File: src/hw/rtl/sgpg_pkg.sv
// ============================================================================
// Sparkle grid pixel generator package
// Shared constants, controller/datapath interface structs and small helper
// functions for the pixel generator.
// ============================================================================
package sgpg_pkg;

    // Default raster size
    localparam int DEF_WIDTH  = 16;
    localparam int DEF_HEIGHT = 16;

    // Field widths
    localparam int TIME_W  = 32;
    localparam int SPEED_W = 9;
    localparam int SEED_W  = 32;
    localparam int COORD_W = 4;
    localparam int COLOR_W = 8;

    // Register indexes on the register port
    localparam logic REG_SPEED = 1'b0;
    localparam logic REG_PHASE = 1'b1;

    // Frame time scaling: time * speed / 100 is formed as
    // (time / 100) * speed + ((time mod 100) * speed) / 100.
    localparam int QUOT_W = 26;   // width of time / 100
    localparam int TREM_W = 7;    // width of time mod 100
    localparam int BS_W   = 16;   // width of (time mod 100) * speed
    localparam logic [TREM_W-1:0] DIVISOR = 7'd100;

    // time / 100 = ((time >> 2) * RECIP_25) >> 35, exact for any 32-bit time
    localparam logic [30:0] RECIP_25 = 31'd1374389535;
    // x / 100 = (x * RECIP_100) >> 23, exact for any 16-bit x
    localparam logic [16:0] RECIP_100 = 17'd83887;

    // Steps of the scaling sequence after the first multiply
    localparam int DIV_STEPS = 3;
    localparam int DIV_CNT_W = $clog2(DIV_STEPS);

    // Seed hashing constants
    localparam logic [SEED_W-1:0] SEED_MIX = 32'hA53C9E3D;
    localparam logic [SEED_W-1:0] GOLDEN   = 32'd2654435761;

    // Brightness levels
    localparam logic [7:0] LVL_GRID    = 8'd40;
    localparam logic [7:0] LVL_DIM     = 8'd8;
    localparam logic [7:0] LVL_FLASH   = 8'd255;
    localparam logic [7:0] LVL_SPARKLE = 8'd120;

    // Exact division by 255 for 16-bit values: (x * 0x8081) >> 23
    localparam logic [15:0] RECIP_255 = 16'h8081;

    // Command bundle from controller to datapath
    typedef struct packed {
        logic load;      // input transfer accepted, capture payload
        logic scale;     // frame time over 100 by reciprocal multiplication
        logic div_step;  // one step of the remaining time scaling
        logic hash;      // multiply scaled time by the golden constant
        logic seed;      // form the new seed, restart the raster
        logic pix1;      // advance random word, brightness and hue split
        logic pix2;      // channel products
        logic pix3;      // divide by 255, write the output register
    } sgpg_cmd_t;

    // Status bundle from datapath to controller
    typedef struct packed {
        logic div_last;  // final scaling step in progress
        logic out_free;  // output register can take a new pixel
    } sgpg_stat_t;

    // One step of the 13/17/5 xorshift generator
    function automatic logic [SEED_W-1:0] xorshift(input logic [SEED_W-1:0] s);
        logic [SEED_W-1:0] r;
        r = s;
        r = r ^ (r << 13);
        r = r ^ (r >> 17);
        r = r ^ (r << 5);
        return r;
    endfunction

    // Hue sector: hue / 43
    function automatic logic [2:0] hue_region(input logic [7:0] h);
        logic [2:0] reg_val;
        if (h < 8'd43)
            reg_val = 3'd0;
        else if (h < 8'd86)
            reg_val = 3'd1;
        else if (h < 8'd129)
            reg_val = 3'd2;
        else if (h < 8'd172)
            reg_val = 3'd3;
        else if (h < 8'd215)
            reg_val = 3'd4;
        else
            reg_val = 3'd5;
        return reg_val;
    endfunction

    // Start of a hue sector: region * 43
    function automatic logic [7:0] region_base(input logic [2:0] region);
        logic [7:0] base;
        case (region)
            3'd1:    base = 8'd43;
            3'd2:    base = 8'd86;
            3'd3:    base = 8'd129;
            3'd4:    base = 8'd172;
            3'd5:    base = 8'd215;
            default: base = 8'd0;
        endcase
        return base;
    endfunction

    // Triangle wave over one 8-bit period
    function automatic logic [7:0] tri_wave(input logic [7:0] a);
        logic [7:0] lo;
        lo = {a[6:0], 1'b0};
        return a[7] ? (8'd255 - lo) : lo;
    endfunction

endpackage

File: src/hw/rtl/sgpg_ctrl.sv
// ============================================================================
// Sparkle grid controller
// State machine that sequences frame-start seeding and the three pixel steps,
// and handshakes the input stream.
// ============================================================================
module sgpg_ctrl
(
    input  logic                 clk,
    input  logic                 rst_n,
    input  logic                 in_valid,
    input  logic                 in_frame_start,
    output logic                 in_ready,
    input  sgpg_pkg::sgpg_stat_t stat,
    output sgpg_pkg::sgpg_cmd_t  cmd
);

    localparam logic [2:0] ST_IDLE  = 3'd0;
    localparam logic [2:0] ST_SCALE = 3'd1;
    localparam logic [2:0] ST_DIV   = 3'd2;
    localparam logic [2:0] ST_HASH  = 3'd3;
    localparam logic [2:0] ST_SEED  = 3'd4;
    localparam logic [2:0] ST_PIX1  = 3'd5;
    localparam logic [2:0] ST_PIX2  = 3'd6;
    localparam logic [2:0] ST_PIX3  = 3'd7;

    logic [2:0] state_reg;
    logic [2:0] state_next;
    logic       accept;

    assign in_ready = (state_reg == ST_IDLE);
    assign accept   = in_valid && in_ready;

    // Next state and command decode
    always_comb
    begin
        state_next = state_reg;
        cmd        = '0;
        unique case (state_reg)
            ST_IDLE:
            begin
                if (accept)
                begin
                    cmd.load   = 1'b1;
                    state_next = in_frame_start ? ST_SCALE : ST_PIX1;
                end
            end
            ST_SCALE:
            begin
                cmd.scale  = 1'b1;
                state_next = ST_DIV;
            end
            ST_DIV:
            begin
                cmd.div_step = 1'b1;
                if (stat.div_last)
                    state_next = ST_HASH;
            end
            ST_HASH:
            begin
                cmd.hash   = 1'b1;
                state_next = ST_SEED;
            end
            ST_SEED:
            begin
                cmd.seed   = 1'b1;
                state_next = ST_PIX1;
            end
            ST_PIX1:
            begin
                cmd.pix1   = 1'b1;
                state_next = ST_PIX2;
            end
            ST_PIX2:
            begin
                cmd.pix2   = 1'b1;
                state_next = ST_PIX3;
            end
            ST_PIX3:
            begin
                // Hold here until the output register is free
                if (stat.out_free)
                begin
                    cmd.pix3   = 1'b1;
                    state_next = ST_IDLE;
                end
            end
            default:
            begin
                state_next = ST_IDLE;
            end
        endcase
    end

    // State register
    always_ff @(posedge clk or negedge rst_n)
    begin
        if (!rst_n)
            state_reg <= ST_IDLE;
        else
            state_reg <= state_next;
    end

endmodule

File: src/hw/rtl/sgpg_datapath.sv
// ============================================================================
// Sparkle grid datapath
// Frame time scaling by reciprocal multiplication, seed hashing, raster
// counters, per-pixel brightness and integer HSV conversion, output register.
// ============================================================================
module sgpg_datapath
#(
    parameter int WIDTH  = sgpg_pkg::DEF_WIDTH,
    parameter int HEIGHT = sgpg_pkg::DEF_HEIGHT
)
(
    input  logic                          clk,
    input  logic                          rst_n,
    input  sgpg_pkg::sgpg_cmd_t           cmd,
    output sgpg_pkg::sgpg_stat_t          stat,
    input  logic [sgpg_pkg::TIME_W-1:0]   in_time,
    input  logic [sgpg_pkg::SPEED_W-1:0]  speed,
    input  logic [sgpg_pkg::SEED_W-1:0]   phase,
    output logic                          out_valid,
    input  logic                          out_ready,
    output logic [31:0]                   out_data,
    output logic                          out_last
);

    localparam int XW = (WIDTH  > 1) ? $clog2(WIDTH)  : 1;
    localparam int YW = (HEIGHT > 1) ? $clog2(HEIGHT) : 1;
    localparam logic [XW-1:0] X_LAST = XW'(WIDTH - 1);
    localparam logic [YW-1:0] Y_LAST = YW'(HEIGHT - 1);

    // Scaling steps that follow the first multiply
    localparam logic [sgpg_pkg::DIV_CNT_W-1:0] DSTEP_SPLIT = 2'd0;
    localparam logic [sgpg_pkg::DIV_CNT_W-1:0] DSTEP_MUL   = 2'd1;

    // Frame-start arithmetic
    logic [sgpg_pkg::TIME_W-1:0]    time_reg;
    logic [sgpg_pkg::QUOT_W-1:0]    tq_reg;
    logic [sgpg_pkg::TREM_W-1:0]    tr_reg;
    logic [sgpg_pkg::TIME_W-1:0]    hi_reg;
    logic [sgpg_pkg::BS_W-1:0]      bs_reg;
    logic [sgpg_pkg::TIME_W-1:0]    quot_reg;
    logic [sgpg_pkg::DIV_CNT_W-1:0] div_cnt_reg;
    logic [sgpg_pkg::SEED_W-1:0]    hash_reg;

    // Generator state
    logic [sgpg_pkg::SEED_W-1:0]    seed_reg;
    logic [7:0]                     hue_origin_reg;
    logic [XW-1:0]                  x_reg;
    logic [YW-1:0]                  y_reg;

    // Pixel pipeline registers
    logic [7:0]  v_reg;
    logic [7:0]  rem_reg;
    logic [2:0]  region_reg;
    logic [15:0] prod_q_reg;
    logic [15:0] prod_t_reg;
    logic [7:0]  pv_reg;
    logic [2:0]  pregion_reg;

    // Output register
    logic        out_valid_reg;
    logic [31:0] out_data_reg;
    logic        out_last_reg;

    // Scaling products
    logic [60:0] tq_full;
    logic [31:0] tr_full;
    logic [34:0] hi_full;
    logic [32:0] frac_full;

    // Pixel step one
    logic [sgpg_pkg::SEED_W-1:0] rnd;
    logic [7:0] x8;
    logic [7:0] y8;
    logic [7:0] v_base;
    logic [7:0] v_spark;
    logic [7:0] ripple_arg;
    logic [7:0] tri_val;
    logic [7:0] ripple;
    logic [7:0] hue;
    logic [2:0] region;
    logic [7:0] rem_val;

    // Pixel step three
    logic [31:0] q_full;
    logic [31:0] t_full;
    logic [7:0]  q_val;
    logic [7:0]  t_val;
    logic [7:0]  red;
    logic [7:0]  green;
    logic [7:0]  blue;

    assign stat.div_last = (div_cnt_reg == sgpg_pkg::DIV_CNT_W'(sgpg_pkg::DIV_STEPS - 1));
    assign stat.out_free = !out_valid_reg || out_ready;

    // Time over 100, time mod 100 and the two speed products
    assign tq_full   = 61'(time_reg[sgpg_pkg::TIME_W-1:2]) * 61'(sgpg_pkg::RECIP_25);
    assign tr_full   = time_reg - 32'(tq_reg) * 32'(sgpg_pkg::DIVISOR);
    assign hi_full   = 35'(tq_reg) * 35'(speed);
    assign frac_full = 33'(bs_reg) * 33'(sgpg_pkg::RECIP_100);

    // Random word, brightness and hue for the current pixel
    always_comb
    begin
        rnd = sgpg_pkg::xorshift(seed_reg);
        x8  = 8'(x_reg);
        y8  = 8'(y_reg);
        if (x8[1:0] == 2'd0 || y8[1:0] == 2'd0)
            v_base = sgpg_pkg::LVL_GRID;
        else
            v_base = sgpg_pkg::LVL_DIM;
        if (rnd[8:0] == 9'd0)
            v_spark = sgpg_pkg::LVL_FLASH;
        else if (rnd[6:0] == 7'd0)
            v_spark = sgpg_pkg::LVL_SPARKLE + {2'b00, rnd[5:0]};
        else
            v_spark = v_base;
        ripple_arg = hue_origin_reg + 8'(x8 * 8'd7) + 8'(y8 * 8'd11);
        tri_val    = sgpg_pkg::tri_wave(ripple_arg);
        ripple     = {4'd0, tri_val[7:4]};
        hue        = hue_origin_reg + {x8[6:0], 1'b0} + 8'(y8 * 8'd5);
        region     = sgpg_pkg::hue_region(hue);
        rem_val    = 8'((hue - sgpg_pkg::region_base(region)) * 8'd6);
    end

    // Divide by 255 and sector selection
    always_comb
    begin
        q_full = 32'(prod_q_reg) * 32'(sgpg_pkg::RECIP_255);
        t_full = 32'(prod_t_reg) * 32'(sgpg_pkg::RECIP_255);
        q_val  = q_full[30:23];
        t_val  = t_full[30:23];
        case (pregion_reg)
            3'd1:
            begin
                red = q_val;  green = pv_reg; blue = 8'd0;
            end
            3'd2:
            begin
                red = 8'd0;   green = pv_reg; blue = t_val;
            end
            3'd3:
            begin
                red = 8'd0;   green = q_val;  blue = pv_reg;
            end
            3'd4:
            begin
                red = t_val;  green = 8'd0;   blue = pv_reg;
            end
            3'd5:
            begin
                red = pv_reg; green = 8'd0;   blue = q_val;
            end
            default:
            begin
                red = pv_reg; green = t_val;  blue = 8'd0;
            end
        endcase
    end

    // Frame-start arithmetic and pixel pipeline payload
    always_ff @(posedge clk)
    begin
        if (cmd.load)
            time_reg <= in_time;
        if (cmd.scale)
            tq_reg <= tq_full[60:35];
        if (cmd.div_step && div_cnt_reg == DSTEP_SPLIT)
        begin
            tr_reg <= tr_full[sgpg_pkg::TREM_W-1:0];
            hi_reg <= hi_full[31:0];
        end
        if (cmd.div_step && div_cnt_reg == DSTEP_MUL)
            bs_reg <= 16'(tr_reg) * 16'(speed);
        if (cmd.div_step && stat.div_last)
            quot_reg <= hi_reg + 32'(frac_full[32:23]);
        if (cmd.hash)
            hash_reg <= quot_reg * sgpg_pkg::GOLDEN;
        if (cmd.pix1)
        begin
            v_reg      <= v_spark + ripple;
            rem_reg    <= rem_val;
            region_reg <= region;
        end
        if (cmd.pix2)
        begin
            prod_q_reg  <= 16'(v_reg) * 16'(8'd255 - rem_reg);
            prod_t_reg  <= 16'(v_reg) * 16'(rem_reg);
            pv_reg      <= v_reg;
            pregion_reg <= region_reg;
        end
        if (cmd.pix3)
        begin
            out_data_reg <= {blue, green, red, y8[3:0], x8[3:0]};
            out_last_reg <= (x_reg == X_LAST) && (y_reg == Y_LAST);
        end
    end

    // Scaling step counter, generator state and output valid
    always_ff @(posedge clk or negedge rst_n)
    begin
        if (!rst_n)
        begin
            div_cnt_reg    <= '0;
            seed_reg       <= '0;
            hue_origin_reg <= '0;
            x_reg          <= '0;
            y_reg          <= '0;
            out_valid_reg  <= 1'b0;
        end
        else
        begin
            if (cmd.scale)
                div_cnt_reg <= '0;
            else if (cmd.div_step)
                div_cnt_reg <= div_cnt_reg + 1'b1;

            if (cmd.hash)
                hue_origin_reg <= quot_reg[12:5];

            if (cmd.seed)
            begin
                seed_reg <= sgpg_pkg::SEED_MIX ^ (phase + hash_reg);
                x_reg    <= '0;
                y_reg    <= '0;
            end
            else if (cmd.pix1)
                seed_reg <= rnd;

            // Raster advance once the pixel is in the output register
            if (cmd.pix3)
            begin
                if (x_reg == X_LAST)
                begin
                    x_reg <= '0;
                    y_reg <= (y_reg == Y_LAST) ? '0 : y_reg + 1'b1;
                end
                else
                    x_reg <= x_reg + 1'b1;
            end

            if (cmd.pix3)
                out_valid_reg <= 1'b1;
            else if (out_ready)
                out_valid_reg <= 1'b0;
        end
    end

    assign out_valid = out_valid_reg;
    assign out_data  = out_data_reg;
    assign out_last  = out_last_reg;

endmodule

File: src/hw/rtl/sparkle_grid_pixel_generator.sv
// ============================================================================
// Sparkle grid pixel generator
// One RGB pixel of a sparkle-grid LED matrix effect per input transfer, in
// raster order, with an APB-style register port for speed and phase.
// ============================================================================
// Sequencing: a transfer runs the three pixel steps into the output register; a
//   frame-start transfer first scales time by speed/100, hashes it and seeds.
//   The next transfer is taken only after the pixel is written, and the last
//   pixel step waits while the output register still holds an unaccepted pixel.
// Reset: asynchronous, active low; clears state, seed, raster position and
//   base hue, and loads speed 100 and phase 0.
module sparkle_grid_pixel_generator
#(
    parameter int WIDTH  = sgpg_pkg::DEF_WIDTH,
    parameter int HEIGHT = sgpg_pkg::DEF_HEIGHT
)
(
    input  logic        clk,
    input  logic        rst_n,
    // Input stream
    input  logic        s_axis_tvalid,
    output logic        s_axis_tready,
    input  logic [31:0] s_axis_tdata,   // [31:0] frame_time_ms
    input  logic        s_axis_tuser,   // [0] frame_start
    // Output stream
    output logic        m_axis_tvalid,
    input  logic        m_axis_tready,
    output logic [31:0] m_axis_tdata,   // [3:0] pixel_x, [7:4] pixel_y,
                                        // [15:8] red, [23:16] green, [31:24] blue
    output logic        m_axis_tlast,   // frame_last
    // Register port
    input  logic        psel,
    input  logic        penable,
    input  logic        pwrite,
    input  logic [2:0]  paddr,
    input  logic [31:0] pwdata,
    output logic [31:0] prdata,
    output logic        pready
);

    localparam logic [sgpg_pkg::SPEED_W-1:0] SPEED_RESET = 9'd100;

    logic [sgpg_pkg::SPEED_W-1:0] speed_reg;
    logic [sgpg_pkg::SEED_W-1:0]  phase_reg;
    logic                         cfg_write;

    sgpg_pkg::sgpg_cmd_t  cmd;
    sgpg_pkg::sgpg_stat_t stat;

    // Register port: word-addressed, always ready
    assign pready    = 1'b1;
    assign cfg_write = psel && penable && pwrite && pready;

    always_ff @(posedge clk or negedge rst_n)
    begin
        if (!rst_n)
        begin
            speed_reg <= SPEED_RESET;
            phase_reg <= '0;
        end
        else if (cfg_write)
        begin
            unique case (paddr[2])
                sgpg_pkg::REG_SPEED: speed_reg <= pwdata[sgpg_pkg::SPEED_W-1:0];
                sgpg_pkg::REG_PHASE: phase_reg <= pwdata;
                default:             ;
            endcase
        end
    end

    // Register read-back
    always_comb
    begin
        unique case (paddr[2])
            sgpg_pkg::REG_SPEED: prdata = 32'(speed_reg);
            sgpg_pkg::REG_PHASE: prdata = phase_reg;
            default:             prdata = '0;
        endcase
    end

    // Sequencer
    sgpg_ctrl u_ctrl
    (
        .clk            (clk),
        .rst_n          (rst_n),
        .in_valid       (s_axis_tvalid),
        .in_frame_start (s_axis_tuser),
        .in_ready       (s_axis_tready),
        .stat           (stat),
        .cmd            (cmd)
    );

    // Arithmetic and pixel state
    sgpg_datapath
    #(
        .WIDTH  (WIDTH),
        .HEIGHT (HEIGHT)
    )
    u_datapath
    (
        .clk       (clk),
        .rst_n     (rst_n),
        .cmd       (cmd),
        .stat      (stat),
        .in_time   (s_axis_tdata),
        .speed     (speed_reg),
        .phase     (phase_reg),
        .out_valid (m_axis_tvalid),
        .out_ready (m_axis_tready),
        .out_data  (m_axis_tdata),
        .out_last  (m_axis_tlast)
    );

    // A plain pixel transfer goes straight to the first pixel step
    a_plain_to_pixel: assert property (@(posedge clk) disable iff (!rst_n)
        (s_axis_tvalid && s_axis_tready && !s_axis_tuser) |=> cmd.pix1)
        else $error("plain pixel did not start the pixel steps");

    // A frame-start transfer begins the time scaling
    a_start_to_scale: assert property (@(posedge clk) disable iff (!rst_n)
        (s_axis_tvalid && s_axis_tready && s_axis_tuser) |=> cmd.scale)
        else $error("frame start did not begin scaling");

    // A new pixel only appears from the last pixel step
    a_valid_source: assert property (@(posedge clk) disable iff (!rst_n)
        $rose(m_axis_tvalid) |-> $past(cmd.pix3))
        else $error("output valid without a pixel write");

    // The frame-last flag only marks the final raster position
    a_last_position: assert property (@(posedge clk) disable iff (!rst_n)
        (m_axis_tvalid && m_axis_tlast) |->
            (m_axis_tdata[3:0] == 4'(WIDTH - 1) && m_axis_tdata[7:4] == 4'(HEIGHT - 1)))
        else $error("frame last on a pixel that is not the final one");

endmodule
File: config.mk
export PLATFORM = sky130hd
export DESIGN_NAME = sparkle_grid_pixel_generator
export DESIGN_NICKNAME = d
export VERILOG_FILES = /design/src/hw/rtl/sgpg_pkg.sv /design/src/hw/rtl/sgpg_ctrl.sv /design/src/hw/rtl/sgpg_datapath.sv /design/src/hw/rtl/sparkle_grid_pixel_generator.sv
export SDC_FILE = /design/constraint.sdc
export NUM_CORES = 2
export LEC_CHECK = 0
export ABC_AREA = 1
export BUFFER_PORTS_ARGS = -buffer_cell sky130_fd_sc_hd__buf_2
export CORE_MARGIN = 4
export CORE_UTILIZATION = 55
export CTS_CLUSTER_DIAMETER = 60
export DETAILED_ROUTE_END_ITERATION = 12
export GPL_ROUTABILITY_DRIVEN = 0
export PLACE_DENSITY = 0.74
export SLEW_MARGIN = 20
export SYNTH_ARGS = -nofsm -noshare
export SYNTH_HDL_FRONTEND = slang
export SYNTH_SLANG_ARGS = --single-unit
export TNS_END_PERCENT = 10
File: constraint.sdc
create_clock -name clk -period 7.93 [get_ports clk]
set_input_delay 0.793 -clock clk [delete_from_list [all_inputs] [get_ports clk]]
set_output_delay 0.793 -clock clk [all_outputs]
set_load 0.03 [all_outputs]
==> flow_summary.toml <==
[run_status]
outcome = "finished clean"

[cts]
clock_sinks = 364
ctsRootBufferMaster = "sky130_fd_sc_hd__clkbuf_16"
count_of_hold_buffers_inserted_by_post_cts_repair = 0
cts-root-to-sink-buffers = 3
cts_tree = "done"
clock_latency_ns = 0.65
post_cts.resized_instances = 0
clk_transition_reported_paths_ns = 0.06
cts-buffers-inserted = 52
cts.htree.levels = 2
number_of_setup_buffers_added_after_cts = 0

[timing]
final.setup_skew_ns = 0.02083
fin_crit_ns = 7.263
setup_repair_after_global_routing_missed_its_margin = "no"
slew_headroom_pct = 36.29
highest_clock_rate_mhz = 137.7
hold_viol_final = 0
finalCritPeriodShare_pct = 91.59
report.final.setup_viol = 0
final_max_slew_viol_count = 0
tightest_slew_ns = 0.9533
setup_tns_ns = 0

[placement]
hpwl_mm = 140.3
port_buffers = 139

[route]
drtAntennaViolNets = 0
detail_route.wirelength_mm = 164.5
routed_via_density = 5.454
via_count = 50710
wire_per_inst_um = 17.69
firstDrtPassIters = 8
detail_route.drc_violations = 0
drt_initial_violations = 3422

[logic_synthesis]
synth_top_area_share_pct = 28.46
synth_enable_flop_cells = 269
synth_area_sq_mm = 0.06521
synth_largest_area_cell = "sky130_fd_sc_hd__fa_1"
synth_seq_area_share_pct = 16.04
ys_async_sr_fraction_pct = 26.10
ffs_latches_synth = 364
ys_dominant_reg_cell = "sky130_fd_sc_hd__edfxtp_1"
synth_instances = 7611
syn_area_per_cell_sq_um = 8.567
ranking_of_synthesized_cells_by_area = "sky130_fd_sc_hd__fa_1 28%, sky130_fd_sc_hd__ha_1 20%, sky130_fd_sc_hd__edfxtp_1 12%"
synth_cell_types = 53
synth.yosys.warnings = 0

[cells_and_area]
area_delta_synth_final_pct = 6.399
layout.cells.most_common_list = "1918 x sky130_fd_sc_hd__inv_1, 1420 x sky130_fd_sc_hd__nand2_1, 1034 x sky130_fd_sc_hd__ha_1"
fillCellCount = 10090
finalNetCount = 9755
final_common_cell = "sky130_fd_sc_hd__inv_1"
share_of_final_layout_standard_cells_stronger_than_drive_strength_1_pct = 4.265

[die]
design.die.area_sq_mm = 0.1241
chipWidth_um = 352.3
die_h_um = 352.3
fp-row-count = 126
floorplan.core_area_sq_mm = 0.1179
start_util_pct = 55.30
num_io_pins = 143

[critical_path]
cpPeakStageDelay_ns = 0.71
cp-end-kind = "register"
critical_path_peak_fanout = 5
r2r_cells = 29
critPathRequiredTime_ns = 8.31
startpoint_type = "register"
criticalPathCategory = "reg2reg"
cp_common_cell = "sky130_fd_sc_hd__nand2_1"
critical_path_arrival_ns = 7.65
timing.critical_path.slowest_stage_cell = "sky130_fd_sc_hd__fa_1"

[grt]
grt_usage_pct = 26.90
vias_in_the_first_global_route = 53380
antenna_found_initial = 1
grt_first_pass_wirelength_mm = 269.8
grt_ovf = 0
grt_max_degree = 50

[hold_path]
holdCritPathClass = "in2async"

[job]
cap_viol_max_count = 0
-- cell families after synthesis --
group / synth area share, %
other cells: 0.005751
compound gates: 6.230
simple gates: 14.38
buf+inv: 11.77
flops: 16.04
mux: 0.3972
xor+xnor: 2.874
fa+ha+maj: 48.30
-- synth_stat cells, types with 4 or more instances --
library cell / number
sky130_fd_sc_hd__a31oi_1: 27
sky130_fd_sc_hd__nand2_2: 7
sky130_fd_sc_hd__o21bai_1: 27
sky130_fd_sc_hd__ha_1: 1034
sky130_fd_sc_hd__or2_1: 5
sky130_fd_sc_hd__or2_2: 11
sky130_fd_sc_hd__buf_2: 6
sky130_fd_sc_hd__nand2_1: 1420
sky130_fd_sc_hd__nor2_1: 398
sky130_fd_sc_hd__o21ai_0: 232
sky130_fd_sc_hd__dfrtp_1: 92
sky130_fd_sc_hd__fa_1: 927
sky130_fd_sc_hd__a21boi_0: 11
sky130_fd_sc_hd__nor4_1: 12
sky130_fd_sc_hd__inv_1: 1918
sky130_fd_sc_hd__edfxtp_1: 269
sky130_fd_sc_hd__mux2_2: 23
sky130_fd_sc_hd__o22ai_1: 10
sky130_fd_sc_hd__clkbuf_1: 94
sky130_fd_sc_hd__o31ai_1: 4
sky130_fd_sc_hd__a21oi_1: 311
sky130_fd_sc_hd__nand3_1: 264
sky130_fd_sc_hd__o21ai_1: 8
sky130_fd_sc_hd__buf_1: 8
sky130_fd_sc_hd__xnor2_1: 96
sky130_fd_sc_hd__xor2_1: 118
sky130_fd_sc_hd__nor3_1: 61
sky130_fd_sc_hd__nand3b_1: 19
sky130_fd_sc_hd__a211oi_1: 6
sky130_fd_sc_hd__o211ai_1: 14
sky130_fd_sc_hd__o221ai_1: 8
sky130_fd_sc_hd__o2111ai_1: 4
sky130_fd_sc_hd__a21o_1: 42
sky130_fd_sc_hd__o21a_1: 16
sky130_fd_sc_hd__inv_2: 14
sky130_fd_sc_hd__nor3_2: 6
sky130_fd_sc_hd__and3_1: 5
sky130_fd_sc_hd__nand4_1: 58
-- path summary, 6_finish.rpt --
path	start	to	slack, ns
worst min-delay path	rst_n	u_datapath.seed_reg[19]	0.16
worst min register to register	u_datapath.region_reg[0]	u_datapath.pregion_reg[0]	0.42
worst max register to register	u_datapath.bs_reg[10]	u_datapath.quot_reg[23]	0.67
min in group clk	s_axis_tdata[12]	u_datapath.time_reg[12]	0.32
worst max-delay path	u_datapath.bs_reg[10]	u_datapath.quot_reg[23]	0.67
max in group asynchronous	rst_n	phase_reg[7]	6.65
-- critical path: cells and delay by family, from the launching register on --
family	cells	cell delay, ns
buffers and inverters	3	0.20
adder cells (fa/ha/maj)	8	3.83
AND/OR/NAND/NOR	12	1.20
flip-flops	1	0.51
AO/OA/AOI/OAI	5	1.08
XOR/XNOR	1	0.14
-- cell type report --
class                      instances  area [sq um]  share of cell area, %
multi-input combinational       5206         47130                  67.94
sequential                       364         10460                  15.07
antenna                            2         5.005               0.007214
clock inverter                    38         377.9                 0.5446
inverter                        1933          7256                  10.46
timing repair buffer             162         895.9                  1.291
tap                             1536          1922                  2.770
clock buffer                      57          1330                  1.917
-- metrics by stage --
stage / utilization (%) / hold slack (ns) / instance area (sq um) / cells / setup slack [ns]
after floorplan: - / 0.4003 / 65210 / 7612 / 1.463
after global placement: 57.35 / 0.4043 / 67630 / 9199 / 0.8520
after detailed placement: 57.35 / 0.4071 / 67630 / 9199 / 0.7864
after CTS: 58.80 / 0.1570 / 69330 / 9294 / 0.7636
after global routing: 58.83 / 0.2031 / 69380 / 9297 / 0.2091
final: 58.83 / 0.1608 / 69380 / 9298 / 0.6668
-- metal layers --
metal | global-route usage, % | routed length (um) | up-vias
li1 | - | - | 23850
met1 | 32.31 | 64180 | 24610
met2 | 47.74 | 81350 | 1733
met3 | 3.387 | 9065 | 512
met4 | 13.34 | 9884 | 0
met5 | 0 | 0 | -
Power is not shown: default switching activity piles up to over one toggle a cycle in this logic, so the estimate is an artifact.
